[src/sv/pmdio_pkg.sv]
// ----------------------------------------------------------------------------
// Paged MDIO master package
// Widths, frame constants, register map and the frame phase type shared by
// the paged MDIO master and its channel interfaces.
// ----------------------------------------------------------------------------
`default_nettype none

package pmdio_pkg;

   // Default length of the preamble of ones in front of every frame.
   localparam int PREAMBLE_BITS_DEFAULT = 32;

   // Item field widths.
   localparam int ADDR_WIDTH  = 7;
   localparam int DATA_WIDTH  = 16;
   localparam int REG_WIDTH   = 5;
   localparam int PAGE_WIDTH  = 2;
   localparam int PHY_WIDTH   = 5;

   // Frame body widths (without preamble) and storage widths.
   localparam int FRAME_WIDTH      = 33;
   localparam int WRITE_FRAME_BITS = 33;
   localparam int READ_FRAME_BITS  = 32;
   localparam int COUNT_WIDTH      = 7;
   localparam int INDEX_WIDTH      = 6;

   // Start and opcode bits for Clause 22 frames.
   localparam logic [3:0] WRITE_START_OP = 4'b0101;
   localparam logic [3:0] READ_START_OP  = 4'b0110;
   localparam logic [1:0] WRITE_TURNAROUND = 2'b10;

   // Page select register and the flag bit that goes with the page number.
   localparam logic [REG_WIDTH-1:0]  PAGE_SEL_REG  = 5'h1F;
   localparam logic [DATA_WIDTH-1:0] PAGE_SEL_FLAG = 16'h0010;

   // Configuration register file.
   localparam int CSR_ADDR_WIDTH = 3;
   localparam int CSR_DATA_WIDTH = 32;
   localparam logic CSR_IDX_PHY_ADDRESS = 1'b0;
   localparam logic [PHY_WIDTH-1:0] PHY_ADDRESS_RESET = 5'd4;

   typedef enum logic [1:0] {
      PHASE_IDLE,
      PHASE_PAGE,
      PHASE_ACCESS
   } phase_type;

endpackage

`default_nettype wire

[src/sv/pmdio_req_if.sv]
// ----------------------------------------------------------------------------
// Paged MDIO request channel
// Valid/ready channel carrying one request or tick item to the MDIO master.
// ----------------------------------------------------------------------------
`default_nettype none

interface pmdio_req_if;
   import pmdio_pkg::*;

   logic                  valid;
   logic                  ready;
   logic                  func;
   logic                  is_write;
   logic [ADDR_WIDTH-1:0] reg_addr;
   logic [DATA_WIDTH-1:0] write_data;
   logic                  mdio_in;

   modport source (
      output valid, func, is_write, reg_addr, write_data, mdio_in,
      input  ready
   );

   modport sink (
      input  valid, func, is_write, reg_addr, write_data, mdio_in,
      output ready
   );
endinterface

`default_nettype wire

[src/sv/pmdio_rsp_if.sv]
// ----------------------------------------------------------------------------
// Paged MDIO result channel
// Valid/ready channel carrying one result item from the MDIO master.
// ----------------------------------------------------------------------------
`default_nettype none

interface pmdio_rsp_if;
   import pmdio_pkg::*;

   logic                  valid;
   logic                  ready;
   logic                  mdio_out;
   logic                  mdio_drive;
   logic                  clock_pulse;
   logic                  read_valid;
   logic [DATA_WIDTH-1:0] read_data;
   logic                  access_done;
   logic                  rejected;
   logic                  busy_res;

   modport source (
      output valid, mdio_out, mdio_drive, clock_pulse, read_valid, read_data,
             access_done, rejected, busy_res,
      input  ready
   );

   modport sink (
      input  valid, mdio_out, mdio_drive, clock_pulse, read_valid, read_data,
             access_done, rejected, busy_res,
      output ready
   );
endinterface

`default_nettype wire

[src/sv/paged_mdio_master_top.sv]
// ----------------------------------------------------------------------------
// Paged MDIO master
// Clause 22 MDIO master that inserts a page-select write in front of an
// access whenever the requested page differs from the cached one.
// ----------------------------------------------------------------------------
// The block takes one item per clock cycle. A request item (func = 1) that
// arrives while idle is latched and produces no result; the frame goes out one
// bit per following tick item (func = 0), and each tick returns one result
// carrying the MDIO level, the drive enable and the MDC pulse flag. A request
// while a frame is running is dropped and answered with a result that has
// rejected set. A page change costs one extra write frame of PREAMBLE_BITS+33
// ticks; a write access takes PREAMBLE_BITS+33 ticks and a read access
// PREAMBLE_BITS+32 ticks, the last tick of an access flagging access_done (and
// read_valid with the collected data for a read). All per-item work is a
// single pass of logic between the frame state registers and the result
// register, so an item is accepted every cycle while the result register is
// empty or being emptied in the same cycle. The PHY address is written
// through the APB port at byte address 0 and is captured into each frame
// when the frame is built.
`default_nettype none

module paged_mdio_master_top #(
   parameter int PREAMBLE_BITS = pmdio_pkg::PREAMBLE_BITS_DEFAULT
) (
   input  wire logic                                clock,
   input  wire logic                                reset,
   pmdio_req_if.sink                                req_chan,
   pmdio_rsp_if.source                              rsp_chan,
   input  wire logic                                csr_psel,
   input  wire logic                                csr_penable,
   input  wire logic                                csr_pwrite,
   input  wire logic [pmdio_pkg::CSR_ADDR_WIDTH-1:0] csr_paddr,
   input  wire logic [pmdio_pkg::CSR_DATA_WIDTH-1:0] csr_pwdata,
   output logic      [pmdio_pkg::CSR_DATA_WIDTH-1:0] csr_prdata,
   output logic                                     csr_pready
);
   import pmdio_pkg::*;

   // Tick counts loaded when a frame is built: preamble plus frame body.
   localparam logic [COUNT_WIDTH-1:0] WRITE_COUNT =
      COUNT_WIDTH'(PREAMBLE_BITS + WRITE_FRAME_BITS);
   localparam logic [COUNT_WIDTH-1:0] READ_COUNT =
      COUNT_WIDTH'(PREAMBLE_BITS + READ_FRAME_BITS);
   localparam logic [COUNT_WIDTH-1:0] WRITE_LEN = COUNT_WIDTH'(WRITE_FRAME_BITS);
   localparam logic [COUNT_WIDTH-1:0] READ_LEN  = COUNT_WIDTH'(READ_FRAME_BITS);
   localparam logic [COUNT_WIDTH-1:0] COUNT_ONE = COUNT_WIDTH'(1);
   // Released sample window of a read frame: tick positions 17 down to 2.
   localparam logic [COUNT_WIDTH-1:0] SAMPLE_HI = COUNT_WIDTH'(DATA_WIDTH + 1);
   localparam logic [COUNT_WIDTH-1:0] SAMPLE_LO = COUNT_WIDTH'(2);

   // Write frame body, most significant bit first on the wire.
   function automatic logic [FRAME_WIDTH-1:0] write_frame(
      input logic [PHY_WIDTH-1:0]  phy,
      input logic [REG_WIDTH-1:0]  rg,
      input logic [DATA_WIDTH-1:0] data
   );
      return {WRITE_START_OP, phy, rg, WRITE_TURNAROUND, data, 1'b1};
   endfunction

   // Read frame body: the data bits are placeholders, the line is released
   // while they would be sent.
   function automatic logic [FRAME_WIDTH-1:0] read_frame(
      input logic [PHY_WIDTH-1:0] phy,
      input logic [REG_WIDTH-1:0] rg
   );
      return {1'b0, READ_START_OP, phy, rg, 1'b1, {DATA_WIDTH{1'b0}}, 1'b1};
   endfunction

   // Frame state.
   phase_type                phase_ff, phase_in;
   logic [PAGE_WIDTH-1:0]    cached_page_ff, cached_page_in;
   logic [FRAME_WIDTH-1:0]   frame_shift_ff, frame_shift_in;
   logic [COUNT_WIDTH-1:0]   bit_count_ff, bit_count_in;
   logic                     pend_write_ff, pend_write_in;
   logic [REG_WIDTH-1:0]     pend_reg_ff, pend_reg_in;
   logic [DATA_WIDTH-1:0]    pend_data_ff, pend_data_in;
   logic [DATA_WIDTH-1:0]    read_shift_ff, read_shift_in;
   logic [PHY_WIDTH-1:0]     phy_address_ff, phy_address_in;

   // Result register.
   logic                     rsp_valid_ff, rsp_valid_in;
   logic                     rsp_mdio_out_ff, rsp_mdio_out_in;
   logic                     rsp_mdio_drive_ff, rsp_mdio_drive_in;
   logic                     rsp_clock_pulse_ff, rsp_clock_pulse_in;
   logic                     rsp_read_valid_ff, rsp_read_valid_in;
   logic [DATA_WIDTH-1:0]    rsp_read_data_ff, rsp_read_data_in;
   logic                     rsp_access_done_ff, rsp_access_done_in;
   logic                     rsp_rejected_ff, rsp_rejected_in;
   logic                     rsp_busy_res_ff, rsp_busy_res_in;

   // Per-item working signals.
   logic                     req_fire;
   logic                     rsp_fire;
   logic                     busy;
   logic                     is_read;
   logic [COUNT_WIDTH-1:0]   pos;
   logic [COUNT_WIDTH-1:0]   pos_minus1;
   logic [COUNT_WIDTH-1:0]   frame_len;
   logic [FRAME_WIDTH-1:0]   frame_shifted;
   logic [PAGE_WIDTH-1:0]    req_page;
   logic                     out_load;
   logic                     start_acc;
   logic                     st_write;
   logic [REG_WIDTH-1:0]     st_reg;
   logic [DATA_WIDTH-1:0]    st_data;
   logic                     csr_write;

   // A new item is taken whenever the result register is free, or frees up in
   // this same cycle, so ticks flow at one per clock.
   assign req_chan.ready = !rsp_valid_ff || rsp_chan.ready;
   assign req_fire       = req_chan.valid && req_chan.ready;
   assign rsp_fire       = rsp_valid_ff && rsp_chan.ready;

   assign busy     = (phase_ff != PHASE_IDLE);
   assign is_read  = (phase_ff == PHASE_ACCESS) && !pend_write_ff;
   // Position in the frame counted down; a zero count behaves as the last bit.
   assign pos        = (bit_count_ff == '0) ? COUNT_ONE : bit_count_ff;
   assign pos_minus1 = pos - COUNT_ONE;
   assign frame_len  = is_read ? READ_LEN : WRITE_LEN;
   assign frame_shifted = frame_shift_ff >> pos_minus1[INDEX_WIDTH-1:0];
   assign req_page   = req_chan.reg_addr[ADDR_WIDTH-1 -: PAGE_WIDTH];

   always_comb begin
      phase_in       = phase_ff;
      cached_page_in = cached_page_ff;
      frame_shift_in = frame_shift_ff;
      bit_count_in   = bit_count_ff;
      pend_write_in  = pend_write_ff;
      pend_reg_in    = pend_reg_ff;
      pend_data_in   = pend_data_ff;
      read_shift_in  = read_shift_ff;

      out_load           = 1'b0;
      rsp_mdio_out_in    = 1'b0;
      rsp_mdio_drive_in  = 1'b0;
      rsp_clock_pulse_in = 1'b0;
      rsp_read_valid_in  = 1'b0;
      rsp_read_data_in   = '0;
      rsp_access_done_in = 1'b0;
      rsp_rejected_in    = 1'b0;
      rsp_busy_res_in    = 1'b0;

      start_acc = 1'b0;
      st_write  = pend_write_ff;
      st_reg    = pend_reg_ff;
      st_data   = pend_data_ff;

      if (req_fire) begin
         if (req_chan.func) begin
            if (busy) begin
               // Request during a frame: dropped and reported.
               out_load        = 1'b1;
               rsp_rejected_in = 1'b1;
               rsp_busy_res_in = 1'b1;
            end else begin
               pend_write_in = req_chan.is_write;
               pend_reg_in   = req_chan.reg_addr[REG_WIDTH-1:0];
               pend_data_in  = req_chan.write_data;
               if (req_page != cached_page_ff) begin
                  frame_shift_in = write_frame(phy_address_ff, PAGE_SEL_REG,
                     {{(DATA_WIDTH-PAGE_WIDTH){1'b0}}, req_page} | PAGE_SEL_FLAG);
                  bit_count_in   = WRITE_COUNT;
                  cached_page_in = req_page;
                  read_shift_in  = '0;
                  phase_in       = PHASE_PAGE;
               end else begin
                  start_acc = 1'b1;
                  st_write  = req_chan.is_write;
                  st_reg    = req_chan.reg_addr[REG_WIDTH-1:0];
                  st_data   = req_chan.write_data;
               end
            end
         end else begin
            out_load = 1'b1;
            if (busy) begin
               if (pos > frame_len) begin
                  // Preamble.
                  rsp_mdio_out_in   = 1'b1;
                  rsp_mdio_drive_in = 1'b1;
               end else if (is_read && (pos >= SAMPLE_LO) && (pos <= SAMPLE_HI)) begin
                  // Line released, the device drives the read data.
                  read_shift_in = {read_shift_ff[DATA_WIDTH-2:0], req_chan.mdio_in};
               end else begin
                  rsp_mdio_out_in   = frame_shifted[0];
                  rsp_mdio_drive_in = 1'b1;
               end
               rsp_clock_pulse_in = 1'b1;
               rsp_busy_res_in    = 1'b1;
               bit_count_in       = pos_minus1;
               if (pos == COUNT_ONE) begin
                  if (phase_ff == PHASE_PAGE) begin
                     // Page select finished: the access frame follows at once.
                     start_acc = 1'b1;
                  end else begin
                     phase_in           = PHASE_IDLE;
                     rsp_access_done_in = 1'b1;
                     if (is_read) begin
                        rsp_read_valid_in = 1'b1;
                        rsp_read_data_in  = read_shift_ff;
                     end
                  end
               end
            end
         end
      end

      if (start_acc) begin
         read_shift_in = '0;
         phase_in      = PHASE_ACCESS;
         if (st_write) begin
            frame_shift_in = write_frame(phy_address_ff, st_reg, st_data);
            bit_count_in   = WRITE_COUNT;
         end else begin
            frame_shift_in = read_frame(phy_address_ff, st_reg);
            bit_count_in   = READ_COUNT;
         end
      end
   end

   always_comb begin
      if (out_load) begin
         rsp_valid_in = 1'b1;
      end else if (rsp_fire) begin
         rsp_valid_in = 1'b0;
      end else begin
         rsp_valid_in = rsp_valid_ff;
      end
   end

   // Configuration port: one register, the PHY address, at byte address 0.
   assign csr_pready = 1'b1;
   assign csr_write  = csr_psel && csr_penable && csr_pwrite && csr_pready;

   always_comb begin
      phy_address_in = phy_address_ff;
      if (csr_write && (csr_paddr[2] == CSR_IDX_PHY_ADDRESS)) begin
         phy_address_in = csr_pwdata[PHY_WIDTH-1:0];
      end
   end

   always_comb begin
      csr_prdata = '0;
      if (csr_paddr[2] == CSR_IDX_PHY_ADDRESS) begin
         csr_prdata = {{(CSR_DATA_WIDTH-PHY_WIDTH){1'b0}}, phy_address_ff};
      end
   end

   // Control state.
   always_ff @(posedge clock) begin
      if (reset) begin
         phase_ff       <= PHASE_IDLE;
         cached_page_ff <= '0;
         frame_shift_ff <= '0;
         bit_count_ff   <= '0;
         pend_write_ff  <= 1'b0;
         pend_reg_ff    <= '0;
         pend_data_ff   <= '0;
         read_shift_ff  <= '0;
         phy_address_ff <= PHY_ADDRESS_RESET;
         rsp_valid_ff   <= 1'b0;
      end else begin
         phase_ff       <= phase_in;
         cached_page_ff <= cached_page_in;
         frame_shift_ff <= frame_shift_in;
         bit_count_ff   <= bit_count_in;
         pend_write_ff  <= pend_write_in;
         pend_reg_ff    <= pend_reg_in;
         pend_data_ff   <= pend_data_in;
         read_shift_ff  <= read_shift_in;
         phy_address_ff <= phy_address_in;
         rsp_valid_ff   <= rsp_valid_in;
      end
   end

   // Result payload, loaded only with a new result.
   always_ff @(posedge clock) begin
      if (out_load) begin
         rsp_mdio_out_ff    <= rsp_mdio_out_in;
         rsp_mdio_drive_ff  <= rsp_mdio_drive_in;
         rsp_clock_pulse_ff <= rsp_clock_pulse_in;
         rsp_read_valid_ff  <= rsp_read_valid_in;
         rsp_read_data_ff   <= rsp_read_data_in;
         rsp_access_done_ff <= rsp_access_done_in;
         rsp_rejected_ff    <= rsp_rejected_in;
         rsp_busy_res_ff    <= rsp_busy_res_in;
      end
   end

   assign rsp_chan.valid       = rsp_valid_ff;
   assign rsp_chan.mdio_out    = rsp_mdio_out_ff;
   assign rsp_chan.mdio_drive  = rsp_mdio_drive_ff;
   assign rsp_chan.clock_pulse = rsp_clock_pulse_ff;
   assign rsp_chan.read_valid  = rsp_read_valid_ff;
   assign rsp_chan.read_data   = rsp_read_data_ff;
   assign rsp_chan.access_done = rsp_access_done_ff;
   assign rsp_chan.rejected    = rsp_rejected_ff;
   assign rsp_chan.busy_res    = rsp_busy_res_ff;

`ifndef ASSERT_OFF
   // A running frame always has bits left to send.
   assert property (@(posedge clock) disable iff (reset)
      (phase_ff != PHASE_IDLE) |-> (bit_count_ff != '0))
      else $error("frame in progress with an empty bit count");

   // A request during a frame must come back as a rejection.
   assert property (@(posedge clock) disable iff (reset)
      (req_fire && req_chan.func && busy) |=> (rsp_valid_ff && rsp_rejected_ff))
      else $error("request during a frame was not rejected");

   // The last tick of an access frame ends the frame and flags completion.
   assert property (@(posedge clock) disable iff (reset)
      (req_fire && !req_chan.func && (phase_ff == PHASE_ACCESS) && (pos == COUNT_ONE))
      |=> ((phase_ff == PHASE_IDLE) && rsp_valid_ff && rsp_access_done_ff))
      else $error("access frame did not complete on its last tick");

   // Read data is only reported together with access completion.
   assert property (@(posedge clock) disable iff (reset)
      (rsp_valid_ff && rsp_read_valid_ff) |-> rsp_access_done_ff)
      else $error("read data reported without access completion");
`endif

endmodule

`default_nettype wire

[src/flat_wrapper.sv]
// flat-port wrapper written by rule: the top's interface ports become plain ports
module paged_mdio_master_top_flat import pmdio_pkg::*;
#(
   parameter int PREAMBLE_BITS = pmdio_pkg::PREAMBLE_BITS_DEFAULT
)
  (clock, reset, csr_psel, csr_penable, csr_pwrite, csr_paddr, csr_pwdata, csr_prdata, csr_pready, req_chan_valid, req_chan_func, req_chan_is_write, req_chan_reg_addr, req_chan_write_data, req_chan_mdio_in, req_chan_ready, rsp_chan_valid, rsp_chan_mdio_out, rsp_chan_mdio_drive, rsp_chan_clock_pulse, rsp_chan_read_valid, rsp_chan_read_data, rsp_chan_access_done, rsp_chan_rejected, rsp_chan_busy_res, rsp_chan_ready);
  pmdio_req_if req_chan_i ();
  pmdio_rsp_if rsp_chan_i ();
  input  wire logic clock;
  input  wire logic reset;
  input  wire logic csr_psel;
  input  wire logic csr_penable;
  input  wire logic csr_pwrite;
  input  wire logic [pmdio_pkg::CSR_ADDR_WIDTH-1:0] csr_paddr;
  input  wire logic [pmdio_pkg::CSR_DATA_WIDTH-1:0] csr_pwdata;
  output logic      [pmdio_pkg::CSR_DATA_WIDTH-1:0] csr_prdata;
  output logic csr_pready;
  input wire logic [$bits(req_chan_i.valid)-1:0] req_chan_valid;
  input wire logic [$bits(req_chan_i.func)-1:0] req_chan_func;
  input wire logic [$bits(req_chan_i.is_write)-1:0] req_chan_is_write;
  input wire logic [$bits(req_chan_i.reg_addr)-1:0] req_chan_reg_addr;
  input wire logic [$bits(req_chan_i.write_data)-1:0] req_chan_write_data;
  input wire logic [$bits(req_chan_i.mdio_in)-1:0] req_chan_mdio_in;
  output wire logic [$bits(req_chan_i.ready)-1:0] req_chan_ready;
  output wire logic [$bits(rsp_chan_i.valid)-1:0] rsp_chan_valid;
  output wire logic [$bits(rsp_chan_i.mdio_out)-1:0] rsp_chan_mdio_out;
  output wire logic [$bits(rsp_chan_i.mdio_drive)-1:0] rsp_chan_mdio_drive;
  output wire logic [$bits(rsp_chan_i.clock_pulse)-1:0] rsp_chan_clock_pulse;
  output wire logic [$bits(rsp_chan_i.read_valid)-1:0] rsp_chan_read_valid;
  output wire logic [$bits(rsp_chan_i.read_data)-1:0] rsp_chan_read_data;
  output wire logic [$bits(rsp_chan_i.access_done)-1:0] rsp_chan_access_done;
  output wire logic [$bits(rsp_chan_i.rejected)-1:0] rsp_chan_rejected;
  output wire logic [$bits(rsp_chan_i.busy_res)-1:0] rsp_chan_busy_res;
  input wire logic [$bits(rsp_chan_i.ready)-1:0] rsp_chan_ready;
  assign req_chan_i.valid = req_chan_valid;
  assign req_chan_i.func = req_chan_func;
  assign req_chan_i.is_write = req_chan_is_write;
  assign req_chan_i.reg_addr = req_chan_reg_addr;
  assign req_chan_i.write_data = req_chan_write_data;
  assign req_chan_i.mdio_in = req_chan_mdio_in;
  assign req_chan_ready = req_chan_i.ready;
  assign rsp_chan_valid = rsp_chan_i.valid;
  assign rsp_chan_mdio_out = rsp_chan_i.mdio_out;
  assign rsp_chan_mdio_drive = rsp_chan_i.mdio_drive;
  assign rsp_chan_clock_pulse = rsp_chan_i.clock_pulse;
  assign rsp_chan_read_valid = rsp_chan_i.read_valid;
  assign rsp_chan_read_data = rsp_chan_i.read_data;
  assign rsp_chan_access_done = rsp_chan_i.access_done;
  assign rsp_chan_rejected = rsp_chan_i.rejected;
  assign rsp_chan_busy_res = rsp_chan_i.busy_res;
  assign rsp_chan_i.ready = rsp_chan_ready;
  paged_mdio_master_top #(.PREAMBLE_BITS(PREAMBLE_BITS)) u_core (.clock(clock), .reset(reset), .req_chan(req_chan_i), .rsp_chan(rsp_chan_i), .csr_psel(csr_psel), .csr_penable(csr_penable), .csr_pwrite(csr_pwrite), .csr_paddr(csr_paddr), .csr_pwdata(csr_pwdata), .csr_prdata(csr_prdata), .csr_pready(csr_pready));
endmodule
[config.mk]
export PLATFORM = sky130hd
export DESIGN_NAME = paged_mdio_master_top_flat
export DESIGN_NICKNAME = d
export VERILOG_FILES = /design/src/sv/pmdio_pkg.sv /design/src/sv/pmdio_req_if.sv /design/src/sv/pmdio_rsp_if.sv /design/src/sv/paged_mdio_master_top.sv /design/src/flat_wrapper.sv
export SDC_FILE = /design/constraint.sdc
export NUM_CORES = 1
export LEC_CHECK = 0
export BUFFER_PORTS_ARGS = -buffer_cell sky130_fd_sc_hd__buf_2
export CAP_MARGIN = 20
export CORE_MARGIN = 8
export CORE_UTILIZATION = 30
export DETAILED_ROUTE_END_ITERATION = 6
export GPL_TIMING_DRIVEN = 0
export PLACE_DENSITY = 0.56
export SLEW_MARGIN = 25
export SYNTH_ARGS = -nofsm -noshare
export SYNTH_HDL_FRONTEND = slang
export SYNTH_SLANG_ARGS = --single-unit
[constraint.sdc]
create_clock -name clock -period 3.7 [get_ports clock]
set_input_delay 0.185 -clock clock [delete_from_list [all_inputs] [get_ports clock]]
set_output_delay 0.185 -clock clock [all_outputs]
set_load 0.05 [all_outputs]
Word-level counts from Yosys, hierarchy flattened --
Cells that the tools add are included.
Word-level totals: flip-flop bits (word level) 111, output and inout bits 58, word-level logic and storage cells 137
Operators by class: add/sub/neg operators 1, order comparisons 3, eq/ne operators 10, shift-type cells 1, mux-type cells 60, bitwise logic cells 5, reduce and logical (&&, ||, !) cells 38
Operators with widths (count):
- two-way mux 33 bit | 5
- two-way mux 16 bit | 10
- two-way mux 7 bit | 7
- >> shifter 33 x 6 -> 1 bit | 1
- two-way mux 32 bit | 1
- two-way mux 5 bit | 5
- two-way mux 1 bit | 24
- AND reduction 6 bit | 3
- nonzero test 2 bit | 9
- two-way mux 2 bit | 8
- AND reduction 4 bit | 3
- nonzero test 3 bit | 3
- logical AND 1 bit | 8
- != test 2 bit (second input constant) | 4
- equality test 7 x 1 -> 1 bit (second input constant) | 1
- greater-or-equal comparator 7 x 2 -> 1 bit (second input constant) | 1
- greater-than comparator 7 bit | 1
- <= comparator 7 x 5 -> 1 bit (second input constant) | 1
- logical NOT 7 bit | 1
- subtractor 7 x 1 -> 7 bit (second input constant) | 1
- OR reduction 6 bit | 1
- inverter 1 bit | 5
- OR reduction 5 bit | 1
- OR reduction 2 bit | 2
- other kinds (11) | 12

Longest topological paths before layout --
depth in word-level cells 9, gate-level depth with buffers 12, depth with buffers taken out 10

Worst setup path after synthesis --
OpenSTA, ideal clock, no wires.
path kind register -> register, start register u_core.rsp_valid_ff, in the netlist u_core.rsp_chan.valid, end register u_core.rsp_access_done_ff, in the netlist u_core.rsp_chan.access_done, enable pin, data arrival time 2.474 ns, required time 3.289 ns, setup slack 0.815 ns, stages on the path, launching flop included 5, cells stage by stage dfxtp_1 > nor2b_1 > inv_1 > nand2_1 > a21oi_1
Between the ends: longest elaborated chain between the ends 4
Ends and longest elaborated chain:
- start, declared | line paged_mdio_master_top.sv:81 | logic rsp_valid_ff, rsp_valid_in;
- start signal, assigned | line paged_mdio_master_top.sv:271 | rsp_valid_ff <= rsp_valid_in;
- logical NOT 1 bit | line paged_mdio_master_top.sv:110 | assign req_chan.ready = !rsp_valid_ff || rsp_chan.ready;
- logical OR 1 bit | line paged_mdio_master_top.sv:110
- net req_chan_ready | line flat_wrapper.sv:24 | output wire logic [$bits(req_chan_i.ready)-1:0] req_chan_ready;
- logical AND 1 bit | line paged_mdio_master_top.sv:111 | assign req_fire = req_chan.valid && req_chan.ready;
- two-way mux 1 bit | line paged_mdio_master_top.sv:148 | if (req_fire) begin
- net u_core.out_load | line paged_mdio_master_top.sv:101 | logic out_load;
- end signal, assigned | line paged_mdio_master_top.sv:283 | rsp_access_done_ff <= rsp_access_done_in;
- end, declared | line paged_mdio_master_top.sv:87 | logic rsp_access_done_ff, rsp_access_done_in;
The timed path passes the listed nets, and every way through them passes these cells. A chain may end at the register's enable or synchronous reset.

Worst setup path after layout --
start register u_core.bit_count_ff[4], end register u_core.rsp_mdio_out_ff, in the netlist u_core.rsp_chan.mdio_out (data pin)
Between the ends: longest elaborated chain between the ends 7
Ends and longest elaborated chain:
- start, declared | line paged_mdio_master_top.sv:73 | logic [COUNT_WIDTH-1:0] bit_count_ff, bit_count_in;
- start signal, assigned | line paged_mdio_master_top.sv:265 | bit_count_ff <= bit_count_in;
- logical NOT 7 bit | line paged_mdio_master_top.sv:117 | assign pos = (bit_count_ff == '0) ? COUNT_ONE : bit_count_ff;
- two-way mux 7 bit * | line paged_mdio_master_top.sv:117
- parallel branches: the longest is 4 deep, another holds subtractor 7 x 1 -> 7 bit
- two-way mux 1 bit * | line paged_mdio_master_top.sv:176 | if (pos > frame_len) begin
- end signal, assigned | line paged_mdio_master_top.sv:278 | rsp_mdio_out_ff <= rsp_mdio_out_in;
- end, declared | line paged_mdio_master_top.sv:82 | logic rsp_mdio_out_ff, rsp_mdio_out_in;
Mark *: on every way between the ends.

==> metrics.cfg <==
[run_status]
status=completed

[sta]
finalCriticalPeriod_ps=3230
fin_setup_tns_ps=0
holdWs_ps=67.0
fin_crit_sh_pct=87.3
skew_ps=10.2
maxSlewViolCount=0
relSlewSlack_pct=47.8
hold_violations=0
tightest_slew_ps=780
rsz0062_at_grt=no
setup_violations=0
clock.fmax_ghz=0.309

[clock_network]
clock_sinks=108
numCtsBuffers=9
cts_root_buf=clkbuf_16
clockBufferDepth=2
cts_tree=done
cts_resized=0
path_clk_slew_ps=70
clock_latency_ps=350
cts-hold-fix-buffers=0
htree_levels=3
post-cts-setup-buffers=0

[floorplanning]
rows=48
die_h_um=148
start_util_pct=30.4
die_area_mm2=0.0219
ioPinCount=126
chipWidth_um=148
core_area_mm2=0.0172

[yosys]
synthCells=558
avgSynthCellArea_um2=9.35
synth_edf_count=23
synth_compound_area_share_pct=14.4
synth-simple-area-share_pct=21.8
synth-seq-area-share_pct=45.9
synth_top_family_by_area=simple AND/OR/NAND/NOR gates
muxShareOfSynthArea_pct=8.45
synth_xor_area_share_pct=1.01
synth-adder-area-share_pct=0.720
synth.cell_area_mm2=0.00522
ys_ff_latch=108
synth_cell_types=65
synth_flop_cell=dfxtp_1
yosysWarnings=0
synth-async-reset-ratio_pct=0

[setup_path]
cpPeakStageDelay_ps=440
critPathKind=reg2reg
cpMaxStageDelayCell=xor2_1
cp-end-kind=register
crit_chain=buf_2 > nor3_4 > a21o_2 > inv_1 > buf_4 > ha_1 > xor2_1 > nand3_1 > mux2_2 > o311a_1 > a221o_1 > o211ai_1
required_ps=3860
crit_fanout=11
critPathArrivalTime_ps=3390
cp-start-kind=register

[placement]
placed_area_mm2=0.00595
hpwlAfterDp_mm=10.1
dp.cells=877
place.gp.congestion=0.828
io_buffers=68

[power]
p_seq_share_pct=47.4
power.switching_mw=0.806
power_mw=2.72
p_clk_share_pct=34.7
power_density_mw_per_mm2=436
swShare_pct=29.7
peakVddDrop_v=0.000245
p_int_mw=1.91
total_leakage_power_nw=2.42
p_comb_share_pct=17.9

[grt]
antenna_found_initial=0
grtUsageTotal_pct=12.4
grt_pass1_vias=4319
grt_max_degree=24
grt_pass1_wl_mm=22.0
overflow=0

[routing]
vias=4270
routed_wl_mm=13.3
vias_per_cell=4.78
avgRoutedWirePerCell_um=14.9
ant_nets=0
drt_first_iter_violations=213
first_pass_iters=5
drc=0

[cells_and_area]
fillCellCount=1804
layout_common_cells=85 x dfxtp_1, 80 x nand2_1, 77 x buf_2, 50 x nor2_1, 46 x a21oi_1
register_area_mm2=0.00239
fin_nets=734
multi_input_area_mm2=0.00254
stdcell_count=893
syn_to_final_growth_pct=19.6
mostFrequentLayoutCell=dfxtp_1
drive_above_1_share_pct=23.5
antennaDiodeCount=0
final_area_mm2=0.00624

[worst_hold_path]
min_path_type=in2reg

[flow_run]
cap_violations=0

-- kinds of logic (layout without fill, tap and decap cells) --
family          count (synthesis)  in the layout
flops                         108            108
xor+xnor                        6              6
buf+inv                        69            153
fa+ha+maj                       3              3
mux                            37             37
other cells                     2             28
simple gates                  219            219
compound gates                114            114
-- cells in the mapped netlist, types with 6 or more instances --
library cell | n | area (um^2)
mux2_2 | 16 | 180
buf_2 | 9 | 45.0
a22oi_1 | 16 | 120
o21ai_0 | 9 | 45.0
nor2b_1 | 8 | 50.1
clkbuf_1 | 23 | 86.3
edfxtp_1 | 23 | 691
nor3_1 | 7 | 35.0
nand2_1 | 80 | 300
and2_1 | 19 | 119
nor2_1 | 50 | 188
nand4b_1 | 17 | 149
mux2i_1 | 17 | 170
nand3_1 | 10 | 50.1
buf_4 | 29 | 218
dfxtp_1 | 85 | 1700
a21oi_1 | 47 | 235
a211oi_1 | 6 | 45.0
-- worst paths after layout --
check                                               from                  endpoint  slack, ps  cells past startpoint
worst max-delay path              u_core.bit_count_ff[4]  u_core.rsp_chan.mdio_out        470                     12
worst min-delay path                       csr_pwdata[3]  u_core.phy_address_ff[3]         70                      3
worst max register to register    u_core.bit_count_ff[4]  u_core.rsp_chan.mdio_out        470                     12
worst min register to register  u_core.read_shift_ff[15]  u_core.read_shift_ff[15]        450                      2
-- per-layer routing --
layer	track usage (%)	vias to the layer above	wire length, um
li1	-	2141	-
met1	15.2	2031	5970
met2	21.1	93	6610
met3	3.06	5	671
met4	3.37	0	87
met5	0	-	0
-- metrics by stage --
stage               worst slack [ps]  util (%)
floorplan                        815         -
global placement                 487      34.5
detailed placement               509      34.6
CTS                              460      36.3
global route                     283      36.3
finish                           469      36.3
-- state kept, by name, summed over array words and instances, names as in the netlist, 2 cells and up --
| register | count |
|---|---|
| u_core.rsp_chan.read_data | 16 |
| u_core.phy_address_ff | 5 |
| u_core.frame_shift_ff | 30 |
| u_core.cached_page_ff | 2 |
| u_core.pend_reg_ff | 5 |
| u_core.bit_count_ff | 7 |
| u_core.phase_ff | 2 |
| u_core.read_shift_ff | 16 |
| u_core.pend_data_ff | 16 |
-- critical path: cells and delay by family, from the launching register on --
| kind | cells | cell delay, ps |
|---|---|---|
| AOI/OAI and AO/OA | 4 | 820 |
| xor gates and xnor gates | 1 | 440 |
| adders and majority gates | 1 | 290 |
| buffers and inverters | 3 | 530 |
| DFF | 1 | 300 |
| muxes | 1 | 280 |
| and+or+nand+nor | 2 | 390 |
-- cell type report --
class	count	share of cell area, %
sequential	108	38.4
inverter	5	0.301
timing repair buffer	68	5.46
clock buffer	10	4.01
tap	225	4.51
buffer	64	6.04
multi-input combinational	407	40.7
clock inverter	6	0.662
-- power by group through the flow --
| stage | clock network (mW) | registers [mW] | logic (mW) |
|---|---|---|---|
| after CTS | 0.967 | 1.29 | 0.486 |
| after global placement | 0 | 1.31 | 0.477 |
| after global routing | 1.01 | 1.30 | 0.531 |
| after detailed placement | 0 | 1.32 | 0.484 |
| final | 0.943 | 1.29 | 0.487 |
| after floorplan | 0 | 1.36 | 0.313 |
Note: power is estimated with default switching activity, not from simulation.
